===== config.mk =====
export PLATFORM = sky130hd
export DESIGN_NAME = crke_divider
export DESIGN_NICKNAME = d
export VERILOG_FILES = /design/src/rtl/crke_pkg.sv /design/src/rtl/crke_divider.sv
export SDC_FILE = /design/constraint.sdc
export NUM_CORES = 1
export LEC_CHECK = 0
export ABC_AREA = 1
export BUFFER_PORTS_ARGS = -buffer_cell sky130_fd_sc_hd__buf_4
export CAP_MARGIN = 20
export CORE_ASPECT_RATIO = 0.6
export CORE_MARGIN = 10
export CORE_UTILIZATION = 30
export DETAILED_ROUTE_END_ITERATION = 7
export GPL_TIMING_DRIVEN = 0
export PLACE_DENSITY = 0.49
export SETUP_SLACK_MARGIN = 0.4
export SLEW_MARGIN = 20
export SYNTH_ARGS = -nofsm -noshare
export SYNTH_HDL_FRONTEND = slang
export SYNTH_SLANG_ARGS = --single-unit

===== constraint.sdc =====
create_clock -name clk -period 16.5 [get_ports clk]
set_input_delay 2.475 -clock clk [delete_from_list [all_inputs] [get_ports clk]]
set_output_delay 2.475 -clock clk [all_outputs]
set_load 0.05 [all_outputs]

===== src/rtl/crke_pkg.sv =====
// Shared constants, types and helpers for the Catmull-Rom keyframe evaluator.
// No dependencies.
package crke_pkg;
  localparam int MaxKeys  = 16;
  localparam int FracBits = 16;
  localparam int IdxW     = $clog2(MaxKeys);
  localparam int CntW     = $clog2(MaxKeys + 1);
  localparam int NumCh    = 8;  // time, pos xyz, target xyz, fov
  localparam int ChW      = $clog2(NumCh);

  localparam logic [ChW-1:0] ChTime = 3'd0;
  localparam logic [ChW-1:0] ChFov  = 3'd7;

  localparam logic ReqLoad = 1'b0;
  localparam logic ReqEval = 1'b1;

  typedef struct packed {
    logic             we;
    logic [IdxW-1:0]  waddr;
    logic [NumCh*32-1:0] wdata;
  } key_wr_t;

  function automatic logic [31:0] sat32(input logic signed [47:0] v);
    if (v > 48'sh0000_7FFF_FFFF) sat32 = 32'h7FFF_FFFF;
    else if (v < -48'sh0000_8000_0000) sat32 = 32'h8000_0000;
    else sat32 = v[31:0];
  endfunction
endpackage


===== src/rtl/crke_divider.sv =====
// Restoring divider for the segment parameter: q = (num << FracBits) / den.
// Depends on crke_pkg.
module crke_divider import crke_pkg::*; (
  input  logic        clk,
  input  logic        rst_n,
  input  logic        start,
  input  logic [31:0] num,
  input  logic [31:0] den,
  output logic        done,
  output logic [FracBits:0] quo
);
  localparam int Steps = 32 + FracBits;
  logic [Steps-1:0] dvd_r;
  logic [32:0]      rem_r;
  logic [31:0]      den_r;
  logic [$clog2(Steps+1)-1:0] cnt_r;
  logic             busy_r;
  logic [32:0]      trial;

  assign trial = {rem_r[31:0], dvd_r[Steps-1]} - {1'b0, den_r};

  always_ff @(posedge clk) begin
    if (!rst_n) begin
      busy_r <= 1'b0;
      done   <= 1'b0;
    end else begin
      done <= !start && busy_r && (cnt_r == ($clog2(Steps+1))'(Steps - 1));
      if (start) begin
        busy_r <= 1'b1;
        dvd_r  <= {num, {FracBits{1'b0}}};
        den_r  <= den;
        rem_r  <= '0;
        cnt_r  <= '0;
      end else if (busy_r) begin
        if (!trial[32]) begin
          rem_r <= trial;
          dvd_r <= {dvd_r[Steps-2:0], 1'b1};
        end else begin
          rem_r <= {rem_r[31:0], dvd_r[Steps-1]};
          dvd_r <= {dvd_r[Steps-2:0], 1'b0};
        end
        cnt_r <= cnt_r + 1'b1;
        if (cnt_r == ($clog2(Steps+1))'(Steps - 1)) begin
          busy_r <= 1'b0;
        end
      end
    end
  end
  // quotient bits shift into the dividend register
  assign quo = dvd_r[FracBits:0];
endmodule


==> flow_summary.toml, run 1 <==
[final_layout]
num_antenna_cells = 0
final_area_um2 = 9530
final_util = 0.376
drive_above_1_share = 0.146
nets = 1228
synthToLayoutAreaGrowth_pct = 23.3

[sta]
slew_headroom = 0.529
maxSlewViolCount = 0
tightest_slew_ns = 0.704
setup_tns_ns = 0
period_share = 0.257
max_freq_mhz = 236
hold_violations = 0
fin_crit_ns = 4.24
fin_worst_skew_ns = 0.0127
rsz0062_at_grt = "false"
setup_viol = 0

[critical_path]
critical_path.startpoint_type = "primary input"
path_max_fanout = 20
worstPathCellList = "clkbuf_1 > inv_2 > clkbuf_1 > a21oi_4 > buf_12 > buf_16"
arrival_ns = 4.38
criticalPathCategory = "primary input to flip-flop"
crit_path_frequent_cell = "clkbuf_1"
cp_slowest_cell = "a21oi_4"
crit_required_ns = 16.64
critPathCaptureType = "flip-flop"
critPathMaxStageDelay_ns = 0.66

[worst_hold_path]
holdCritPathClass = "flip-flop to flip-flop"

[routing]
ant_nets = 0
routed_wl_um = 21000
via_per_inst = 4.30
drcViolationCount = 0
wl_per_cell_um = 14.3
drtIter0Drc = 460
vias = 6321
drt_pass1_iterations = 5

[global_route]
grt_pass1_vias = 6150
antenna_found_initial = 1
top_usage_layer = "met1"
grt_use_met3 = 0.0499
grt_util_met1 = 0.212
grt.overflow.total = 0
grt_usage = 0.135
grt_pass1_wl_um = 33500
grt_max_degree = 21
grt_use_met2 = 0.162

[synthesis]
synth_edf_count = 118
synthCells = 1020
ys.flop_type = "edfxtp_1"
seq_area_frac_synth = 0.464
synth-seq-cells = 120
ys_warn_count = 0
ys_types = 32
synthArstFlopShare = 0
synth_area_um2 = 7720
syn-mean-instance-area_um2 = 7.57
syn_nets = 1121

[outcome]
status = "completed"

[pwr]
p_leak_nw = 4.88
ir_drop_mv = 0.0550
power.density_nw_per_um2 = 111

[placed_design]
place_hpwl_um = 16800
io_buffers = 83
place_area_um2 = 8900
routabilityCongestion = 0.897

[clock_tree]
root_buffer = "clkbuf_16"
clk_pin_slew_ns = 0.06
cts_tree = "done"
htree_levels = 4
worst_skew_pair.late_latency_ns = 0.44
ctsResizeCount = 0
postCtsSetupRepairBufs = 0
holdBufCountCts = 0
clockBufferDepth = 2
cts.sinks = 120
cts_buffers = 17

[die]
fp-row-count = 45
die_w_um = 227
start_util = 0.305
io_pins = 85
die_area_um2 = 32800
core_area_um2 = 25300
die_h_um = 144

[flow_run]
cap_violations = 0
[flip-flops by register name, indices dropped and copies added (netlist names)]
| register | count |
|---|---|
| rem_r | 32 |
| dvd_r | 48 |
| den_r | 32 |
| done | 1 |
| busy_r | 1 |
| cnt_r | 6 |
[cell usage after synthesis (2+ instances only)]
cell | instances | area share
a21o_1 | 2 | 0.0019
nand2_4 | 6 | 0.0087
o21ai_0 | 3 | 0.0019
nand2_1 | 404 | 0.20
ha_1 | 33 | 0.053
clkbuf_1 | 12 | 0.0058
nand3b_1 | 8 | 0.0078
edfxtp_1 | 118 | 0.46
buf_6 | 5 | 0.0073
xnor2_1 | 2 | 0.0023
dfxtp_1 | 2 | 0.0052
inv_1 | 181 | 0.088
nor2_2 | 2 | 0.0016
nand2_2 | 8 | 0.0065
nand3_2 | 3 | 0.0039
nor3_1 | 5 | 0.0032
nor2_4 | 2 | 0.0029
a21oi_1 | 25 | 0.016
xor2_1 | 14 | 0.016
nand3_1 | 30 | 0.019
nand4_1 | 8 | 0.0065
nor2_1 | 118 | 0.057
inv_2 | 2 | 0.00097
buf_4 | 17 | 0.017
o21bai_1 | 3 | 0.0029
[per-layer routing]
| layer | part of all wire | vias up |
|---|---|---|
| met2 | 0.34 | 147 |
| met1 | 0.57 | 2818 |
| met5 | 0.00095 | - |
| met3 | 0.074 | 17 |
| met4 | 0.0084 | 2 |
| li1 | - | 3337 |
[path summary, 6_finish.rpt]
check	start	to	slack (ns)	cells after the start
setup / recovery	start	rem_r[8]	12.26	6
hold / removal	busy_r	done	0.51	2
setup reg to reg	dvd_r[47]	rem_r[13]	13.68	17
hold reg to reg	busy_r	done	0.51	2
[cells by family after synthesis]
| family | after synthesis | synth area share |
|---|---|---|
| AO/OA/AOI/OAI | 35 | 0.0262 |
| buffers and inverters | 218 | 0.119 |
| XOR/XNOR | 16 | 0.0181 |
| AND/OR/NAND/NOR | 597 | 0.317 |
| flip-flops | 120 | 0.464 |
| adder cells (fa/ha/maj) | 34 | 0.0560 |
[report_power, final]
group	internal [mW]	leakage, nW	switching, mW
sequential	0.368	1.15	0.0105
combinational	0.0991	3.42	0.181
clock	0.254	0.308	0.146
[cells in the final DEF, fill, tap and decap left out, drive strengths merged]
cell type    n
inv        185
xor2        14
buf        111
bufinv       4
and2         1
dfxtp        2
ha          33
o21bai       3
nand4        8
a21oi       27
and3         1
nand3       33
or2          1
fa           1
clkbuf      30
o21ai        3
nand2      418
edfxtp     118
clkinv       8
a21o         2
nor2       122
xnor2        2
nand3b       8
nor3         5
[per-stage QoR]
step | setup WS, ns | power (mW) | hold slack, ns | std cells
2_1_floorplan | 8.81 | 0.577 | 0.423 | 1020
3_3_place_gp | 6.00 | 0.660 | 0.436 | 1432
3_5_place_dp | 11.75 | 0.663 | 0.496 | 1437
4_1_cts | 12.23 | 1.07 | 0.510 | 1469
5_1_grt | 12.07 | 1.12 | 0.524 | 1469
6_report | 12.26 | 1.06 | 0.508 | 1469
[layout make-up]
cell class | count | area, um^2
flip-flops and latches | 120 | 3580
fillers | 2714 | 15800
repair buffers | 88 | 753
plain buffers | 35 | 233
clock buffers | 18 | 429
multi-input cells | 682 | 3230
clock inverters | 14 | 198
inverters | 183 | 687
well taps | 329 | 412
[critical path, delay by kind of cell]
family,cells,cell delay [ns]
AOI/OAI and AO/OA,1,0.66
buffers and inverters,5,1.21
No activity file was read; power rests on OpenSTA's default activity.
==> run 2, diff against run 1 <==
--- a/config.mk
+++ b/config.mk
@@ -13,7 +13,7 @@
 export CORE_UTILIZATION = 30
 export DETAILED_ROUTE_END_ITERATION = 7
 export GPL_TIMING_DRIVEN = 0
-export PLACE_DENSITY = 0.49
+export PLACE_DENSITY = 0.51
 export SETUP_SLACK_MARGIN = 0.4
 export SLEW_MARGIN = 20
 export SYNTH_ARGS = -nofsm -noshare
==> constraint.sdc (replaced) <==
create_clock -name clk -period 3.6 [get_ports clk]
set_input_delay 0.54 -clock clk [delete_from_list [all_inputs] [get_ports clk]]
set_output_delay 0.54 -clock clk [all_outputs]
set_load 0.05 [all_outputs]
==> flow_summary.toml, run 2 (synthesized netlist as in run 1, its figures left out) <==
[outcome]
status = "completed"

[clock_tree]
cts_tree = "done"
cts_buffers = 17
worst_skew_pair.late_latency_ns = 0.45
cts.sinks = 120
ctsResizeCount = 0
clk_pin_slew_ns = 0.07
clockBufferDepth = 2
htree_levels = 4
root_buffer = "clkbuf_16"
holdBufCountCts = 0
postCtsSetupRepairBufs = 0

[critical_path]
r2r_end = "rem_r[19]"
arrival_ns = 3.02
criticalPathCategory = "flip-flop to flip-flop"
path_max_fanout = 10
r2r-start = "dvd_r[47]"
reg2reg_slack_ns = 0.75
worstRegToRegCells = 16
crit_required_ns = 3.77
critical_path.startpoint_type = "flip-flop"
critPathCaptureType = "flip-flop"

[sta]
layout_setup_ws_ns = 0.754
setup_viol = 0
slew_headroom = 0.559
hold_ws_ns = 0.266
max_freq_mhz = 351
fin_crit_ns = 2.85
tightest_slew_ns = 0.662
maxSlewViolCount = 0
period_share = 0.791
rsz0062_at_grt = "false"
hold_violations = 0
setup_tns_ns = 0
fin_worst_skew_ns = 0.0102

[final_layout]
final_area_um2 = 9500
num_antenna_cells = 0
reg_top3 = "dvd_r (48), den_r (32), rem_r (32)"
layout_common_cells = "nand2_1 (404), inv_1 (180), nor2_1 (118), edfxtp_1 (118), buf_4 (100)"
instances_no_fill = 1470
largest_register = "dvd_r"
final_util = 0.375
drive_above_1_share = 0.149
nets = 1229
largest_register_ffs = 48
synthToLayoutAreaGrowth_pct = 23.0
layout_commonest_cell = "nand2_1"

[die]
fp-row-count = 45
io_pins = 85
die_area_um2 = 32800
die_w_um = 227
core_area_um2 = 25300
die_h_um = 144
start_util = 0.305

[placed_design]
io_buffers = 83
place_hpwl_um = 16800
pre_cts_ws_ns = 0.796
place_inst = 1438
routabilityCongestion = 0.946
place_area_um2 = 8940

[routing]
ant_nets = 0
vias = 6483
drcViolationCount = 0
drt_pass1_iterations = 6
drtIter0Drc = 510
routed_wl_um = 21300
via_per_inst = 4.41
wl_per_cell_um = 14.5

[global_route]
grt_usage = 0.137
antenna_found_initial = 1
grt_pass1_vias = 6227
grt.overflow.total = 0
grt_max_degree = 24
grt_pass1_wl_um = 33900

[pwr]
seqPwrFrac = 0.368
power_switching_mw = 1.60
p_leak_nw = 4.87
total_power_mw = 4.70
ir_drop_mv = 0.226
power.density_nw_per_um2 = 495
pwr-share-comb = 0.275
clockPowerShare = 0.357
swShare = 0.340
p_int_mw = 3.11

[worst_hold_path]
hold_path_startpoint = "den[5]"
hold_path_end = "den_r[5]"
holdCritPathClass = "primary input to flip-flop"
hold_depth = 1

[flow_run]
cap_violations = 0
[run 2: per-layer routing]
layer	part of all wire	GRT usage	up-vias	routed length [um]
met2	0.35	0.166	195	7410
met4	0.012	0.0356	2	253
met3	0.094	0.0504	20	2000
met5	0.00089	0	-	19
met1	0.55	0.212	2923	11600
li1	-	-	3343	-
[run 2: how the worst max path moves through the flow]
stage,startpoint,slack [ns],depth (start not counted),to
final,dvd_r[47],0.75,16,rem_r[19]
after floorplan,start,0.61,4,cnt_r[0]
after CTS,dvd_r[47],0.78,17,rem_r[13]
after global routing,dvd_r[47],0.56,17,rem_r[13]
after detailed placement,dvd_r[47],0.80,17,rem_r[13]
after global placement,start,-0.62,4,dvd_r[19]
[run 2: cell type report]
cell class	instances	area, um^2
flip-flops and latches	120	3580
plain buffers	35	233
multi-input cells	682	3230
fillers	2678	15800
repair buffers	89	788
inverters	183	687
well taps	329	412
clock inverters	15	143
clock buffers	17	425
[run 2: power by group through the flow]
stage	Sequential, mW	Clock (mW)	Combinational (mW)
2_1_floorplan	1.75	0	0.893
3_3_place_gp	1.76	0	1.25
3_5_place_dp	1.76	0	1.28
4_1_cts	1.73	1.73	1.29
5_1_grt	1.74	1.78	1.47
6_report	1.73	1.68	1.29
[run 2: worst max-delay path, cell delays in order, from the launching register on]
cell      delay (ns)
edfxtp_1        0.35
inv_1           0.05
ha_1            0.22
fa_1            0.43
inv_1           0.14
nand2_1         0.06
nand2_1         0.12
nand3_2         0.08
nand2_2         0.15
nand2_2         0.08
nand2_4         0.08
nand2_4         0.07
nand3_2         0.08
nand2_4         0.09
buf_6           0.16
nor2_1          0.28
nor2_1          0.13
==> run 3, diff against run 2 <==
--- a/config.mk
+++ b/config.mk
@@ -13,7 +13,7 @@
 export CORE_UTILIZATION = 30
 export DETAILED_ROUTE_END_ITERATION = 7
 export GPL_TIMING_DRIVEN = 0
-export PLACE_DENSITY = 0.51
+export PLACE_DENSITY = 0.49
 export SETUP_SLACK_MARGIN = 0.4
 export SLEW_MARGIN = 20
 export SYNTH_ARGS = -nofsm -noshare
==> constraint.sdc (replaced) <==
create_clock -name clk -period 2.85 [get_ports clk]
set_input_delay 0.4275 -clock clk [delete_from_list [all_inputs] [get_ports clk]]
set_output_delay 0.4275 -clock clk [all_outputs]
set_load 0.05 [all_outputs]
==> flow_summary.toml, run 3 (synthesized netlist as in run 1, its figures left out) <==
[outcome]
status = "completed"

[worst_hold_path]
hold_depth = 1
hold_path_end = "den_r[6]"
holdCritPathClass = "primary input to flip-flop"
hold_path_startpoint = "den[6]"

[final_layout]
fillers = 2648
layout_commonest_cell = "nand2_1"
synthToLayoutAreaGrowth_pct = 33.5
largest_register = "dvd_r"
reg_top3 = "dvd_r (48), den_r (32), rem_r (32)"
drive_above_1_share = 0.259
multi_input_area_um2 = 3780
num_antenna_cells = 0
nets = 1248
instances_no_fill = 1489
layout_common_cells = "nand2_1 (348), inv_1 (177), edfxtp_1 (118), buf_4 (115), nor2_1 (97)"
largest_register_ffs = 48
regArea_um2 = 3580

[global_route]
grt_pass1_wl_um = 34600
grt.overflow.total = 0
antenna_found_initial = 0
grt_max_degree = 23
grt_pass1_vias = 6323
grt_usage = 0.141

[critical_path]
crit_required_ns = 3.04
crit_start = "den_r[0]"
critPathMaxStageDelay_ns = 0.38
critPathCaptureType = "flip-flop"
worstPathCellList = "ha_2 > fa_2 > inv_2 > nand2_2 > nand2_2 > nand3_2 > nand2_4 > nand2_4 > nand2_4 > nand2_4 > nand3_4 > nand2_8 > buf_4 > buf_16 > nor2_1 > nor2_1"
criticalPathCategory = "flip-flop to flip-flop"
reg2reg_slack_ns = 0.48
path_max_fanout = 6
r2r_end = "rem_r[18]"
critical_path.startpoint_type = "flip-flop"
crit_buf_inv = 3
r2r-start = "den_r[0]"
worstRegToRegCells = 16
arrival_ns = 2.57
cp_top_family = "simple AND/OR/NAND/NOR gates"
crit_path_frequent_cell = "nand2_4"
cp_slowest_cell = "edfxtp_1"

[die]
fp-row-count = 45
die_area_um2 = 32800
core_area_um2 = 25300
start_util = 0.305
die_w_um = 227
die_h_um = 144
io_pins = 85

[routing]
wl_per_cell_um = 14.9
drcViolationCount = 0
via_per_inst = 4.36
vias = 6491
drt_pass1_iterations = 5
ant_nets = 0
routed_wl_um = 22200
drtIter0Drc = 452

[placed_design]
io_buffers = 83
place_inst = 1438
place_hpwl_um = 17100
pre_cts_ws_ns = 0.110
routabilityCongestion = 0.894

[sta]
layout_setup_ws_ns = 0.476
fin_worst_skew_ns = 0.0102
period_share = 0.833
fin_crit_ns = 2.37
hold_violations = 0
setup_viol = 0
rsz0062_at_grt = "true"
slew_headroom = 0.471
tightest_slew_ns = 0.793
maxSlewViolCount = 0
setup_tns_ns = 0
max_freq_mhz = 421

[pwr]
power.density_nw_per_um2 = 618
total_power_mw = 6.38
p_leak_nw = 5.06
ir_drop_mv = 0.302

[flow_run]
cap_violations = 0

[clock_tree]
worst_skew_pair.late_latency_ns = 0.44
htree_levels = 4
cts.sinks = 120
cts_buffers = 17
clockBufferDepth = 2
clk_pin_slew_ns = 0.07
cts_tree = "done"
root_buffer = "clkbuf_16"
run 3: cell count changes in the layout (fill, tap and decap cells not counted), sizes merged:
| cell | change |
|---|---|
| buf | +18 |
| clkbuf | +2 |
| clkinvlp | -1 |
run 3: report_power, final:
group / switching, mW / internal (mW)
sequential: 0.0782 / 2.13
combinational: 1.22 / 0.839
clock: 0.894 / 1.22
total: 2.19 / 4.19
run 3: what timing repair did:
action	in CTS	in global routing
resized for setup	24	120
gates cloned	2	1
setup buffers	6	10
endpoints found under the setup margin	33	32
hold endpoints to repair	0	0
hold buffers	0	0
pin swaps	4	37
run 3: stage by stage:
| step | util | instance area (um^2) | hold slack, ns |
|---|---|---|---|
| 2_1_floorplan | - | 7770 | 0.477 |
| 3_3_place_gp | 0.348 | 8810 | 0.492 |
| 3_5_place_dp | 0.354 | 8960 | 0.499 |
| 4_1_cts | 0.384 | 9720 | 0.134 |
| 5_1_grt | 0.407 | 10300 | 0.137 |
| 6_report | 0.407 | 10300 | 0.159 |
run 3: cell type report:
class                      count  area share
clock buffer                  18      0.0416
buffer                        35      0.0280
clock inverter                14      0.0136
sequential                   120       0.347
tap                          329      0.0399
multi-input combinational    682       0.366
timing repair buffer         108      0.0958
inverter                     183      0.0671
run 3: worst max-delay path by stage:
stage / end / slack [ns] / cells after the start
global placement: dvd_r[17] / -0.68 / 4
finish: rem_r[18] / 0.48 / 16
global route: rem_r[1] / 0.36 / 16
floorplan: cnt_r[0] / 0.24 / 4
detailed placement: rem_r[13] / 0.11 / 18
CTS: rem_r[0] / 0.40 / 15
run 3: routing by layer:
metal | GRT usage | part of all wire | routed length, um | vias up
li1 | - | - | - | 3397
met1 | 0.216 | 0.54 | 12100 | 2942
met2 | 0.176 | 0.37 | 8310 | 137
met3 | 0.0396 | 0.071 | 1570 | 15
met4 | 0.0506 | 0.011 | 252 | 0
met5 | 0 | 0 | 0 | -
